<file path="config.mk">
export PLATFORM = sky130hd
export DESIGN_NAME = priority_task_scheduler_sync
export DESIGN_NICKNAME = d
export VERILOG_FILES = /design/src/rtl/core/pts_pkg.sv /design/src/rtl/core/pts_task_ram.sv /design/src/rtl/core/pts_msg_ram.sv /design/src/rtl/core/priority_task_scheduler_sync.sv
export SDC_FILE = /design/constraint.sdc
export NUM_CORES = 2
export LEC_CHECK = 0
export ABC_CLOCK_PERIOD_IN_PS = 5900
export BUFFER_PORTS_ARGS = -buffer_cell sky130_fd_sc_hd__buf_4
export CAP_MARGIN = 20
export CORE_ASPECT_RATIO = 1.25
export CORE_UTILIZATION = 40
export DETAILED_ROUTE_END_ITERATION = 8
export MAX_ROUTING_LAYER = met4
export PLACE_DENSITY = 0.52
export SYNTH_ARGS = -nofsm -noshare
export SYNTH_HDL_FRONTEND = slang
export SYNTH_SLANG_ARGS = --single-unit
</file>
<file path="constraint.sdc">
create_clock -name i_clk -period 5.9 [get_ports i_clk]
set_clock_uncertainty 0.05 [all_clocks]
set_input_delay 0.59 -clock i_clk [delete_from_list [all_inputs] [get_ports i_clk]]
set_output_delay 0.59 -clock i_clk [all_outputs]
set_load 0.05 [all_outputs]
</file>
<file path="src/rtl/core/pts_pkg.sv">
// shared constants and types for the priority task scheduler
// no dependencies
package pts_pkg;
    localparam int MAX_TASKS    = 8;
    localparam int MAX_SEMS     = 8;
    localparam int MAX_QUEUES   = 4;
    localparam int QUEUE_SLOTS  = 16;
    localparam int TASK_ENTRIES = MAX_TASKS + 1;
    localparam int TW = 4;
    localparam int SW = 4;
    localparam int QW = 3;
    localparam int SLOT_W = 4;
    localparam int QIDX_W = 2;
    localparam int MADDR_W = QIDX_W + SLOT_W;
    localparam int LEN_W = 5;

    localparam logic [2:0] K_NEW_TASK = 3'd0;
    localparam logic [2:0] K_RUN      = 3'd1;
    localparam logic [2:0] K_SEM_NEW  = 3'd2;
    localparam logic [2:0] K_SEM_PEND = 3'd3;
    localparam logic [2:0] K_SEM_POST = 3'd4;
    localparam logic [2:0] K_Q_NEW    = 3'd5;
    localparam logic [2:0] K_Q_POST   = 3'd6;
    localparam logic [2:0] K_Q_PEND   = 3'd7;

    localparam logic [1:0] ST_READY = 2'd0;
    localparam logic [1:0] ST_SEM   = 2'd1;
    localparam logic [1:0] ST_QUEUE = 2'd2;

    localparam logic [1:0] STS_OK   = 2'd0;
    localparam logic [1:0] STS_FULL = 2'd1;
    localparam logic [1:0] STS_SAT  = 2'd2;

    localparam logic [TW-1:0] NO_TASK = 4'hF;

    typedef struct packed {
        logic [1:0] state;
        logic [2:0] obj;
    } t_task;

    // task table access from the sequencer
    typedef struct packed {
        logic          we;
        logic [TW-1:0] waddr;
        t_task         wdata;
        logic [TW-1:0] raddr;
    } t_tbl_req;
endpackage

</file>
<file path="src/rtl/core/pts_task_ram.sv">
// task table memory: state and wait object per task, one read and one write port
// depends on pts_pkg
module pts_task_ram (
    input  logic              i_clk,
    input  pts_pkg::t_tbl_req i_req,
    output pts_pkg::t_task    o_rdata
);
    import pts_pkg::*;
    t_task r_mem [TASK_ENTRIES];

    always_ff @(posedge i_clk) begin
        if (i_req.we) begin
            r_mem[i_req.waddr] <= i_req.wdata;
        end
        o_rdata <= r_mem[i_req.raddr];
    end
endmodule

</file>
<file path="src/rtl/core/pts_msg_ram.sv">
// message ring storage for all queues, one read and one write port
// depends on pts_pkg
module pts_msg_ram (
    input  logic                       i_clk,
    input  logic                       i_we,
    input  logic [pts_pkg::MADDR_W-1:0] i_waddr,
    input  logic [15:0]                i_wdata,
    input  logic [pts_pkg::MADDR_W-1:0] i_raddr,
    output logic [15:0]                o_rdata
);
    import pts_pkg::*;
    logic [15:0] r_mem [MAX_QUEUES*QUEUE_SLOTS];

    always_ff @(posedge i_clk) begin
        if (i_we) begin
            r_mem[i_waddr] <= i_wdata;
        end
        o_rdata <= r_mem[i_raddr];
    end
endmodule

</file>
<file path="src/rtl/core/priority_task_scheduler_sync.sv">
// top level of the priority task scheduler: command sequencer, task walk,
// semaphore and queue bookkeeping; depends on pts_pkg, pts_task_ram, pts_msg_ram
//
// channel  | direction | handshake               | fields
// command  | in        | start & !busy           | kind obj_index init_value ring_size message
// result   | out       | o_done strobe, 1 cycle  | running_task task_switched handle
//          |           |                         | message_out blocked status
//
// walks: a post walks the task table once to wake a waiter and once to pick the
// newest ready task, a run or blocking pend walks it once, one entry per cycle
// through the single read port
// reset: synchronous active low; task memory needs no clear since only
// entries below the task count are read and each is written at create
// (task 0 is written in state S_INIT after reset, see below)
// stalls: none; the result strobe is unconditional, busy holds off commands
module priority_task_scheduler_sync (
    input  logic        i_clk,
    input  logic        i_rst_n,
    input  logic        start,
    input  logic [2:0]  i_kind,
    input  logic [2:0]  i_obj_index,
    input  logic signed [7:0] i_init_value,
    input  logic [4:0]  i_ring_size,
    input  logic [15:0] i_message,
    output logic        busy,
    output logic        o_done,
    output logic [3:0]  o_running_task,
    output logic        o_task_switched,
    output logic [3:0]  o_handle,
    output logic [15:0] o_message_out,
    output logic        o_blocked,
    output logic [1:0]  o_status
);
    import pts_pkg::*;

    // sequencer states
    localparam logic [2:0] S_INIT  = 3'd0;  // write idle task entry
    localparam logic [2:0] S_IDLE  = 3'd1;
    localparam logic [2:0] S_WAKE  = 3'd2;  // walk down looking for a waiter
    localparam logic [2:0] S_SCHED = 3'd3;  // walk down looking for ready task
    localparam logic [2:0] S_MSG   = 3'd4;  // message read data arrives

    logic [2:0] r_state, n_state;

    // small register state (few entries, indexed by command)
    logic [TW-1:0] r_task_total, n_task_total;
    logic [TW-1:0] r_cur, n_cur;
    logic [SW-1:0] r_sem_total, n_sem_total;
    logic [QW-1:0] r_q_total, n_q_total;
    logic [7:0]    r_sem [MAX_SEMS];
    logic [LEN_W-1:0] r_qlen [MAX_QUEUES];
    logic [SLOT_W-1:0] r_wp [MAX_QUEUES];
    logic [SLOT_W-1:0] r_rp [MAX_QUEUES];
    logic [LEN_W-1:0] r_fill [MAX_QUEUES];

    // command latch
    logic [2:0] r_kind;
    logic [2:0] r_obj;

    // walk state
    logic [TW-1:0] r_idx, n_idx;     // entry whose data arrives this cycle
    logic          r_rvalid, n_rvalid;

    // result
    logic        r_done, n_done;
    logic [3:0]  r_handle, n_handle;
    logic [15:0] r_msg_out, n_msg_out;
    logic        r_blocked, n_blocked;
    logic [1:0]  r_status, n_status;
    logic        r_sw, n_sw;

    t_tbl_req tbl_req;
    t_task    tbl_rdata;
    logic [15:0] msg_rdata;
    logic        msg_we;
    logic [MADDR_W-1:0] msg_waddr, msg_raddr;

    pts_task_ram u_task (.i_clk(i_clk), .i_req(tbl_req), .o_rdata(tbl_rdata));
    pts_msg_ram  u_msg (
        .i_clk(i_clk), .i_we(msg_we), .i_waddr(msg_waddr), .i_wdata(i_message),
        .i_raddr(msg_raddr), .o_rdata(msg_rdata)
    );

    logic accept;
    assign accept = start && !busy;

    logic [QIDX_W-1:0] qi;
    assign qi = i_obj_index[QIDX_W-1:0];

    logic sem_ok, q_ok, can_block;
    assign sem_ok = {1'b0, i_obj_index} < r_sem_total;
    assign q_ok   = i_obj_index < r_q_total;
    assign can_block = (r_cur != NO_TASK) && (r_cur != '0) && (r_cur < r_task_total);

    logic [LEN_W-1:0] rsize_clip;
    always_comb begin
        if (i_ring_size == '0) begin
            rsize_clip = LEN_W'(1);
        end else if (i_ring_size > LEN_W'(QUEUE_SLOTS)) begin
            rsize_clip = LEN_W'(QUEUE_SLOTS);
        end else begin
            rsize_clip = i_ring_size;
        end
    end

    // wake match on the entry under the walk
    logic [1:0] wait_kind;
    assign wait_kind = (r_kind == K_SEM_POST) ? ST_SEM : ST_QUEUE;

    // sequencer
    always_comb begin
        n_state      = r_state;
        n_task_total = r_task_total;
        n_cur        = r_cur;
        n_sem_total  = r_sem_total;
        n_q_total    = r_q_total;
        n_idx        = r_idx;
        n_rvalid     = 1'b0;
        n_done       = 1'b0;
        n_handle     = r_handle;
        n_msg_out    = r_msg_out;
        n_blocked    = r_blocked;
        n_status     = r_status;
        n_sw         = r_sw;
        tbl_req      = '0;
        msg_we       = 1'b0;
        msg_waddr    = {qi, r_wp[qi]};
        msg_raddr    = {qi, r_rp[qi]};

        case (r_state)
            S_INIT: begin
                tbl_req.we    = 1'b1;
                tbl_req.waddr = '0;
                tbl_req.wdata = '{state: ST_READY, obj: 3'd0};
                n_state       = S_IDLE;
            end
            S_IDLE: begin
                if (accept) begin
                    n_handle  = '0;
                    n_msg_out = '0;
                    n_blocked = 1'b0;
                    n_status  = STS_OK;
                    n_sw      = 1'b0;
                    n_done    = 1'b1;
                    case (i_kind)
                        K_NEW_TASK: begin
                            if (r_task_total >= TW'(TASK_ENTRIES)) begin
                                n_status = STS_FULL;
                            end else begin
                                tbl_req.we    = 1'b1;
                                tbl_req.waddr = r_task_total;
                                tbl_req.wdata = '{state: ST_READY, obj: 3'd0};
                                n_handle      = r_task_total;
                                n_task_total  = r_task_total + 1'b1;
                            end
                        end
                        K_RUN: begin
                            n_done = 1'b0;
                            n_idx  = r_task_total;
                            n_state = S_SCHED;
                        end
                        K_SEM_NEW: begin
                            if (r_sem_total >= SW'(MAX_SEMS)) begin
                                n_status = STS_FULL;
                            end else begin
                                n_handle    = r_sem_total;
                                n_sem_total = r_sem_total + 1'b1;
                            end
                        end
                        K_SEM_PEND: begin
                            if (sem_ok && (r_sem[i_obj_index] == '0
                                    || r_sem[i_obj_index][7]) && can_block) begin
                                tbl_req.we    = 1'b1;
                                tbl_req.waddr = r_cur;
                                tbl_req.wdata = '{state: ST_SEM, obj: i_obj_index};
                                n_blocked     = 1'b1;
                                n_done        = 1'b0;
                                n_idx         = r_task_total;
                                n_state       = S_SCHED;
                            end
                        end
                        K_SEM_POST: begin
                            if (sem_ok) begin
                                if (r_sem[i_obj_index] == 8'h7F) begin
                                    n_status = STS_SAT;
                                end
                                n_done  = 1'b0;
                                n_idx   = r_task_total;
                                n_state = S_WAKE;
                            end
                        end
                        K_Q_NEW: begin
                            if (r_q_total >= QW'(MAX_QUEUES)) begin
                                n_status = STS_FULL;
                            end else begin
                                n_handle  = TW'(r_q_total);
                                n_q_total = r_q_total + 1'b1;
                            end
                        end
                        K_Q_POST: begin
                            if (q_ok) begin
                                if (r_fill[qi] >= r_qlen[qi]) begin
                                    n_status = STS_FULL;
                                end else begin
                                    msg_we = 1'b1;
                                end
                                n_done  = 1'b0;
                                n_idx   = r_task_total;
                                n_state = S_WAKE;
                            end
                        end
                        default: begin
                            if (q_ok) begin
                                if (r_fill[qi] != '0) begin
                                    // message read issued at this transfer
                                    n_done  = 1'b0;
                                    n_state = S_MSG;
                                end else if (can_block) begin
                                    tbl_req.we    = 1'b1;
                                    tbl_req.waddr = r_cur;
                                    tbl_req.wdata = '{state: ST_QUEUE, obj: i_obj_index};
                                    n_blocked     = 1'b1;
                                    n_done        = 1'b0;
                                    n_idx         = r_task_total;
                                    n_state       = S_SCHED;
                                end
                            end
                        end
                    endcase
                end
            end
            S_MSG: begin
                n_msg_out = msg_rdata;
                n_done    = 1'b1;
                n_state   = S_IDLE;
            end
            S_WAKE: begin
                // issue read of r_idx-1 when above 1, check data of previous
                if (r_rvalid && tbl_rdata.state == wait_kind && tbl_rdata.obj == r_obj) begin
                    tbl_req.we    = 1'b1;
                    tbl_req.waddr = r_idx;
                    tbl_req.wdata = '{state: ST_READY, obj: tbl_rdata.obj};
                    n_idx         = r_task_total;
                    n_state       = S_SCHED;
                end else if (r_idx > TW'(1)) begin
                    n_idx         = r_idx - 1'b1;
                    tbl_req.raddr = r_idx - 1'b1;
                    n_rvalid      = 1'b1;
                end else begin
                    n_idx   = r_task_total;
                    n_state = S_SCHED;
                end
            end
            S_SCHED: begin
                if (r_rvalid && tbl_rdata.state == ST_READY) begin
                    n_cur   = r_idx;
                    n_sw    = r_idx != r_cur;
                    n_done  = 1'b1;
                    n_state = S_IDLE;
                end else if (r_idx > TW'(1)) begin
                    n_idx         = r_idx - 1'b1;
                    tbl_req.raddr = r_idx - 1'b1;
                    n_rvalid      = 1'b1;
                end else begin
                    n_cur   = '0;
                    n_sw    = r_cur != '0;
                    n_done  = 1'b1;
                    n_state = S_IDLE;
                end
            end
            default: begin
                n_state = S_IDLE;
            end
        endcase
    end

    always_ff @(posedge i_clk) begin
        if (!i_rst_n) begin
            r_state      <= S_INIT;
            r_task_total <= TW'(1);
            r_cur        <= NO_TASK;
            r_sem_total  <= '0;
            r_q_total    <= '0;
            r_rvalid     <= 1'b0;
            r_done       <= 1'b0;
            for (int q = 0; q < MAX_QUEUES; q++) begin
                r_wp[q]   <= '0;
                r_rp[q]   <= '0;
                r_fill[q] <= '0;
            end
        end else begin
            r_state      <= n_state;
            r_task_total <= n_task_total;
            r_cur        <= n_cur;
            r_sem_total  <= n_sem_total;
            r_q_total    <= n_q_total;
            r_rvalid     <= n_rvalid;
            r_done       <= n_done;
            if (accept) begin
                case (i_kind)
                    K_Q_NEW: begin
                        if (r_q_total < QW'(MAX_QUEUES)) begin
                            r_wp[r_q_total[QIDX_W-1:0]]   <= '0;
                            r_rp[r_q_total[QIDX_W-1:0]]   <= '0;
                            r_fill[r_q_total[QIDX_W-1:0]] <= '0;
                        end
                    end
                    K_Q_POST: begin
                        if (q_ok && r_fill[qi] < r_qlen[qi]) begin
                            r_wp[qi] <= ({1'b0, r_wp[qi]} + 1'b1 < r_qlen[qi])
                                ? r_wp[qi] + 1'b1 : '0;
                            r_fill[qi] <= r_fill[qi] + 1'b1;
                        end
                    end
                    K_Q_PEND: begin
                        if (q_ok && r_fill[qi] != '0) begin
                            r_rp[qi] <= ({1'b0, r_rp[qi]} + 1'b1 < r_qlen[qi])
                                ? r_rp[qi] + 1'b1 : '0;
                            r_fill[qi] <= r_fill[qi] - 1'b1;
                        end
                    end
                    default: begin
                    end
                endcase
            end
        end
    end

    // payload registers, no reset
    always_ff @(posedge i_clk) begin
        r_idx     <= n_idx;
        r_handle  <= n_handle;
        r_msg_out <= n_msg_out;
        r_blocked <= n_blocked;
        r_status  <= n_status;
        r_sw      <= n_sw;
        if (accept) begin
            r_kind <= i_kind;
            r_obj  <= i_obj_index;
            case (i_kind)
                K_SEM_NEW: begin
                    if (r_sem_total < SW'(MAX_SEMS)) begin
                        r_sem[r_sem_total[2:0]] <= i_init_value;
                    end
                end
                K_SEM_PEND: begin
                    if (sem_ok && r_sem[i_obj_index] != '0 && !r_sem[i_obj_index][7]) begin
                        r_sem[i_obj_index] <= r_sem[i_obj_index] - 1'b1;
                    end
                end
                K_SEM_POST: begin
                    if (sem_ok && r_sem[i_obj_index] != 8'h7F) begin
                        r_sem[i_obj_index] <= r_sem[i_obj_index] + 1'b1;
                    end
                end
                K_Q_NEW: begin
                    if (r_q_total < QW'(MAX_QUEUES)) begin
                        r_qlen[r_q_total[QIDX_W-1:0]] <= rsize_clip;
                    end
                end
                default: begin
                end
            endcase
        end
    end

    assign busy            = (r_state != S_IDLE) || r_done;
    assign o_done          = r_done;
    assign o_running_task  = r_cur;
    assign o_task_switched = r_sw;
    assign o_handle        = r_handle;
    assign o_message_out   = r_msg_out;
    assign o_blocked       = r_blocked;
    assign o_status        = r_status;
endmodule

</file>
Yosys cells after proc, flatten, opt, wreduce, memory -nomap -nowiden
Memory sizes are Yosys's and may differ from the RTL's. A register that Yosys moved wholly into a read port is not among the register bits.
Cells that the tools add are included.
{"block": "word_totals", "memories": 7, "ff_bits": 54, "word_cells": 278, "inputBits": 38, "ram_bits": 1205, "out_inout_bits": 30}
{"name": "u_msg.r_mem", "depth": 64, "width": 16, "read_ports": 1, "rd_clocked_by_memory_dff": 1, "write_ports": 1, "line": "pts_msg_ram.sv:12", "text": "logic [15:0] r_mem [MAX_QUEUES*QUEUE_SLOTS];"}
{"name": "r_sem", "depth": 8, "width": 8, "read_ports": 1, "rd_clocked_by_memory_dff": 0, "write_ports": 1, "line": "priority_task_scheduler_sync.sv:50", "text": "logic [7:0] r_sem [MAX_SEMS];"}
{"name": "u_task.r_mem", "depth": 9, "width": 5, "read_ports": 1, "rd_clocked_by_memory_dff": 1, "write_ports": 1, "line": "pts_task_ram.sv:9", "text": "t_task r_mem [TASK_ENTRIES];"}
{"name": "r_fill", "depth": 4, "width": 5, "read_ports": 1, "rd_clocked_by_memory_dff": 0, "write_ports": 4, "line": "priority_task_scheduler_sync.sv:54", "text": "logic [LEN_W-1:0] r_fill [MAX_QUEUES];"}
{"name": "r_qlen", "depth": 4, "width": 5, "read_ports": 1, "rd_clocked_by_memory_dff": 0, "write_ports": 1, "line": "priority_task_scheduler_sync.sv:51", "text": "logic [LEN_W-1:0] r_qlen [MAX_QUEUES];"}
{"name": "r_rp", "depth": 4, "width": 4, "read_ports": 1, "rd_clocked_by_memory_dff": 0, "write_ports": 4, "line": "priority_task_scheduler_sync.sv:53", "text": "logic [SLOT_W-1:0] r_rp [MAX_QUEUES];"}
{"name": "+1 memories"}
{"block": "op_classes", "n_reduce_logical": 47, "bitwise_logic": 5, "n_eq_ne": 33, "n_lt_le_gt_ge": 14, "mux": 145, "add_sub_neg": 12}
{"cell": "$mux W4", "count": 24}
{"cell": "$mux W10", "count": 7}
{"cell": "$mux W1", "count": 69}
{"cell": "$pmux W10 S3", "count": 2}
{"cell": "$mux W3", "count": 13}
{"cell": "$pmux W16 S2", "count": 1}
{"cell": "$mux W5", "count": 5}
{"cell": "$pmux W4 S3", "count": 2}
{"cell": "$pmux W4 S5", "count": 1}
{"cell": "$eq A3 B3 Y1 const B", "count": 6}
{"cell": "$mux W2", "count": 9}
{"cell": "$add A4 B1 Y4 const B", "count": 4}
{"cell": "$mux W16", "count": 1}
{"cell": "$mux W8", "count": 2}
{"cell": "$reduce_or A4 Y1", "count": 4}
{"cell": "$lt A5 B5 Y1", "count": 3}
{"cell": "$ne A3 B3 Y1 const B", "count": 5}
{"cell": "$pmux W3 S5", "count": 1}
{"cell": "$reduce_or A5 Y1", "count": 3}
{"cell": "$logic_and A1 B1 Y1", "count": 13}
{"cell": "$eq A3 B2 Y1 const B", "count": 4}
{"cell": "$ne A6 B5 Y1 const B", "count": 2}
{"cell": "$reduce_and A4 Y1", "count": 3}
{"cell": "$reduce_and A11 Y1", "count": 1}
{"cell": "54 further kinds", "count": 71}

Logic depth before layout (Yosys ltp)
{"block": "depth", "depth_word": 11, "depth_mapped": 16, "depth_no_buf": 14}

Modules after synthesis
A second synthesis with hierarchy kept.
{"block": "hier_totals", "cells_unflattened": 2701, "hier_area_um2": 51605.7}
{"mod": "pts_msg_ram", "cells_per_inst": 1820, "seq_area_each_um2": 31069.8, "area_per_inst_um2": 39978.3, "n_inst": 1}
{"mod": "priority_task_scheduler_sync", "cells_per_inst": 769, "seq_area_each_um2": 5505.3, "area_per_inst_um2": 9695.5, "n_inst": 1}
{"mod": "pts_task_ram", "cells_per_inst": 112, "seq_area_each_um2": 1451.4, "area_per_inst_um2": 1931.9, "n_inst": 1}

Worst setup path after synthesis
No wires, ideal clock.
{"block": "synth_timing", "kind": "input port to flip-flop", "startpoint": "input port i_obj_index[1]", "endpoint": "memory u_msg.r_mem[0][0], enable pin", "path_slack_ns": 1.057, "path_buffers": 5, "arrival_time_ns": 4.405, "cell_stages": 16, "setup_time_ns": 0.388, "path_cell_list": "buf_4 -> buf_2 -> buf_4 -> clkbuf_1 -> buf_1 -> mux4_2 -> inv_1 -> ha_1 -> nor2b_1 -> o21ai_0 -> nand3_1 -> nor3_1 -> nand2_1 -> nor2_1 -> nand2_1 -> nor2_1"}
{"block": "synth_between", "elab_chain_len": 9}
{"item": "start: declaration", "line": "priority_task_scheduler_sync.sv:21", "text": "input logic [2:0] i_obj_index,"}
{"item": "$mem_v2 Z4 W5, on equally long branches"}
{"item": "$ge A5 B5 Y1", "line": "priority_task_scheduler_sync.sv:202", "text": "if (r_fill[qi] >= r_qlen[qi]) begin"}
{"item": "$mux W1", "line": "priority_task_scheduler_sync.sv:202"}
{"item": "$mux W1", "line": "priority_task_scheduler_sync.sv:201", "text": "if (q_ok) begin"}
{"item": "$mux W1", "line": "priority_task_scheduler_sync.sv:145", "text": "case (i_kind)"}
{"item": "$mux W1", "line": "priority_task_scheduler_sync.sv:138", "text": "if (accept) begin"}
{"item": "$mux W1", "line": "priority_task_scheduler_sync.sv:130", "text": "case (r_state)"}
{"item": "$mux W1", "line": "pts_msg_ram.sv:15", "text": "if (i_we) begin"}
{"item": "$mux W1 (not written as such)", "line": "pts_msg_ram.sv:16", "text": "r_mem[i_waddr] <= i_wdata;"}
{"item": "end: declaration", "line": "pts_msg_ram.sv:12"}
Parallel ways exist; a longest one is shown, timed or not.

Worst setup path in the final report
{"block": "layout_timing", "startpoint": "register r_state[0]", "endpoint": "memory r_sem[7][6], data pin"}
{"block": "layout_between", "elab_chain_len": 9}
{"item": "start: declaration", "line": "priority_task_scheduler_sync.sv:43", "text": "logic [2:0] r_state, n_state;"}
{"item": "start signal: assignment", "line": "priority_task_scheduler_sync.sv:292", "text": "r_state <= n_state;"}
{"item": "$ne A3 B1 Y1 (*)", "line": "priority_task_scheduler_sync.sv:367", "text": "assign busy = (r_state != S_IDLE) || r_done;"}
{"item": "$logic_or A1 B1 Y1 (*)", "line": "priority_task_scheduler_sync.sv:367"}
{"item": "$logic_not A1 Y1 (*)", "line": "priority_task_scheduler_sync.sv:85", "text": "assign accept = start && !busy;"}
{"item": "$logic_and A1 B1 Y1 (*)", "line": "priority_task_scheduler_sync.sv:85"}
{"item": "via accept", "line": "priority_task_scheduler_sync.sv:84", "text": "logic accept;"}
{"item": "$mux W1", "line": "priority_task_scheduler_sync.sv:337", "text": "if (accept) begin"}
{"item": "$mux W1, on equally long branches", "line": "priority_task_scheduler_sync.sv:348, priority_task_scheduler_sync.sv:353"}
{"item": "$or A1 B1 Y1 (no source line)"}
{"item": "$reduce_or A8 Y1 (no source line)"}
{"item": "$mux W8 (no source line) (*)"}
{"item": "end: declaration", "line": "priority_task_scheduler_sync.sv:50"}
The timed path passes the listed nets; every way through them passes the cells marked *.

==> qor.yml <==
place:
  dpl.cell_count: 4348
  hpwl_um: 76710
  globalplace.congestion: 0.8490
  port_buffers: 67
  dpl_cell_area_mm2: 0.05468
drt:
  first_pass_iters: 6
  vias_per_cell: 5.499
  routed_wl_um: 125800
  ant_nets: 0
  via_count: 25180
  drc: 0
  routedWlPerCell_um: 27.49
  dr.first_iter.drc_count: 2367
worst_setup_path:
  worstPathRequired_ns: 6.29
  critPathLaunchType: "flip-flop"
  path_max_fanout: 11
  regToRegSetupSlack_ns: 1.41
  crit_type: "flip-flop to flip-flop"
  endpoint_kind: "flip-flop"
  arrival_ns: 4.88
logic_synthesis:
  ys_top_cells_by_area: "edfxtp_1, mux4_2, mux2i_1"
  synth_area_mm2: 0.05166
  synth_area_leader_cell: "edfxtp_1"
  synth_top_area_share: 0.7202
  syn-num-nets: 2660
  ys.flop_type: "edfxtp_1"
  synth_seq_cells: 1280
  syn_inst: 2577
  synth.distinct_cells: 84
  ys_warn_count: 0
  synth_common_cells: "edfxtp_1, mux4_2, mux2i_1"
  synth_most_common_cell: "edfxtp_1"
  synth_edf_count: 1239
  synth_area_per_cell_um2: 20.05
  seq_area_frac_synth: 0.7361
  synth_async_sr_flop_share: 0
sta:
  fin_crit_sh: 0.7612
  final_hold_viol_count: 0
  max_freq_ghz: 0.2227
  finalCriticalPeriod_ns: 4.491
  setup_tns_ns: 0
  tightest_slew_ns: 1.122
  report.final.slew_viol_count: 0
  setup_viol: 0
  grt_setup_unrepaired: "false"
  maxSlewHeadroom: 0.2523
cts:
  numCtsBuffers: 121
  clock-sinks: 1280
  cts_root_buf: "clkbuf_16"
  h-tree-depth: 3
  cts_tree: "built"
  cts_resized: 0
  clkTransAtPathRegs_ns: 0.06
  clock_latency_ns: 0.74
  postCtsSetupBuffers: 0
  holdBufCountCts: 0
  cts_buffer_depth: 3
floorplan:
  die-area_mm2: 0.1306
  start_util: 0.4030
  coreArea_mm2: 0.1282
  fp.dieW_um: 323.4
  io_pins: 68
  rows: 147
  die_h_um: 403.8
cells_and_area:
  drive_gt1_frac: 0.2498
  regArea_mm2: 0.03803
  multiInputGateArea_mm2: 0.01278
  fillCellCount: 10800
  finalNetCount: 2842
  syn_to_final_growth_pct: 13.42
  final_core_util: 0.4570
  final_area_mm2: 0.05859
  layout.cells.non_filler: 4578
power_and_ir_drop:
  cellPowerDensity_mw_per_mm2: 324.5
  power_mw: 19.01
  leakagePower_nw: 18.96
  peakVddDrop_mv: 0.2402
global_route:
  grt_start_max_net_pins: 152
  grt_pass1_wl_um: 184300
  overflow: 0
  grt_pass1_vias: 26580
  antenna_found_initial: 4
  grt.total_usage: 0.2020
worst_hold_path:
  hold_class: "primary input to flip-flop"
run_status:
  status: "complete, no violations"
flow_run:
  max-cap-violations: 0
## kinds of logic after synthesis
family,after synthesis,synth area share
adder cells (fa/ha/maj),45,0.01119
buffers and inverters,190,0.01725
flip-flops,1280,0.7361
AO/OA/AOI/OAI,187,0.02599
multiplexers,490,0.1717
AND/OR/NAND/NOR,361,0.03367
XOR/XNOR,24,0.004069
## final cells by class
class                           instances  share of cell area
Antenna cell                            3           0.0001281
Clock inverter                         72             0.01119
Clock buffer                          154             0.05521
Sequential cell                      1280              0.6491
Inverter                               66            0.004229
Tap cell                             1713             0.03658
Multi-Input combinational cell       1107              0.2182
Timing Repair Buffer                  183             0.02539
## final timing paths
kind,start,cells past startpoint,end
setup reg to reg,r_state[0],13,r_sem[7][6]
setup / recovery,r_state[0],13,r_sem[7][6]
hold / removal,i_ring_size[4],1,r_qlen[2][4]
hold reg to reg,u_task.r_mem[0][3],2,u_task.o_rdata[3]
## report_power, final
part	internal (mW)	switching [mW]	total, mW
Sequential	10.0	0.0272	10.0
Combinational	0.528	0.805	1.33
Clock	4.27	3.37	7.64
## critical path, cell delays in order, from the launching register on
cell and delay (ns):
dfxtp_1 0.56, nor4b_1 0.51, nand2_1 0.48, clkinv_1 0.15, nand2_1 0.12, nor3_1 0.24
inv_1 0.21, fa_1 0.49, a21o_1 0.18, a21oi_1 0.24, o21bai_1 0.11, a21oi_1 0.17
xor2_1 0.08, o21ai_0 0.57
## metrics by stage
step	hold slack [ns]	worst slack, ns
after floorplan	0.4111	1.057
after global placement	0.4384	0.8989
after detailed placement	0.4322	0.8027
after CTS	0.006817	1.435
after global routing	0.03960	1.020
final	0.07460	1.409
## sequential cells by signal (all words and copies together), names as in the netlist, 20 cells and up
| register | count |
|---|---|
| r_sem | 64 |
| u_msg.r_mem | 1024 |
| u_task.r_mem | 45 |
| r_fill | 20 |
| r_qlen | 20 |
## layout by cell type, fill, tap and decap left out, types with 11 or more instances in the layout
master     synthesis  final
edfxtp_1        1239   1239
mux4_2           316    313
buf_4             27    172
mux2i_1          165    165
nor2_1           138    131
clkbuf_16          0    123
nand2_1           77     77
inv_1             64     64
o21ai_0           43     43
ha_1              43     43
dfxtp_1           41     41
a21oi_1           31     31
and2_1            28     28
clkbuf_1          41     27
clkinv_2           0     27
clkinv_1           1     25
nand2b_1          20     20
nor2b_1           17     17
a21o_1            16     16
xnor2_1           16     16
nor3_1            16     15
and3_1            12     12
nand3_1           11     11
## per-layer routing
| layer | global-route usage | vias to the layer above | wire, um |
|---|---|---|---|
| met3 | 0.02067 | 168 | 4560 |
| li1 | - | 10880 | - |
| met5 | - | - | 0 |
| met1 | 0.2603 | 13540 | 53050 |
| met4 | 0.05795 | 0 | 2775 |
| met2 | 0.3395 | 594 | 65460 |
Power figures use the tool's default switching activity.
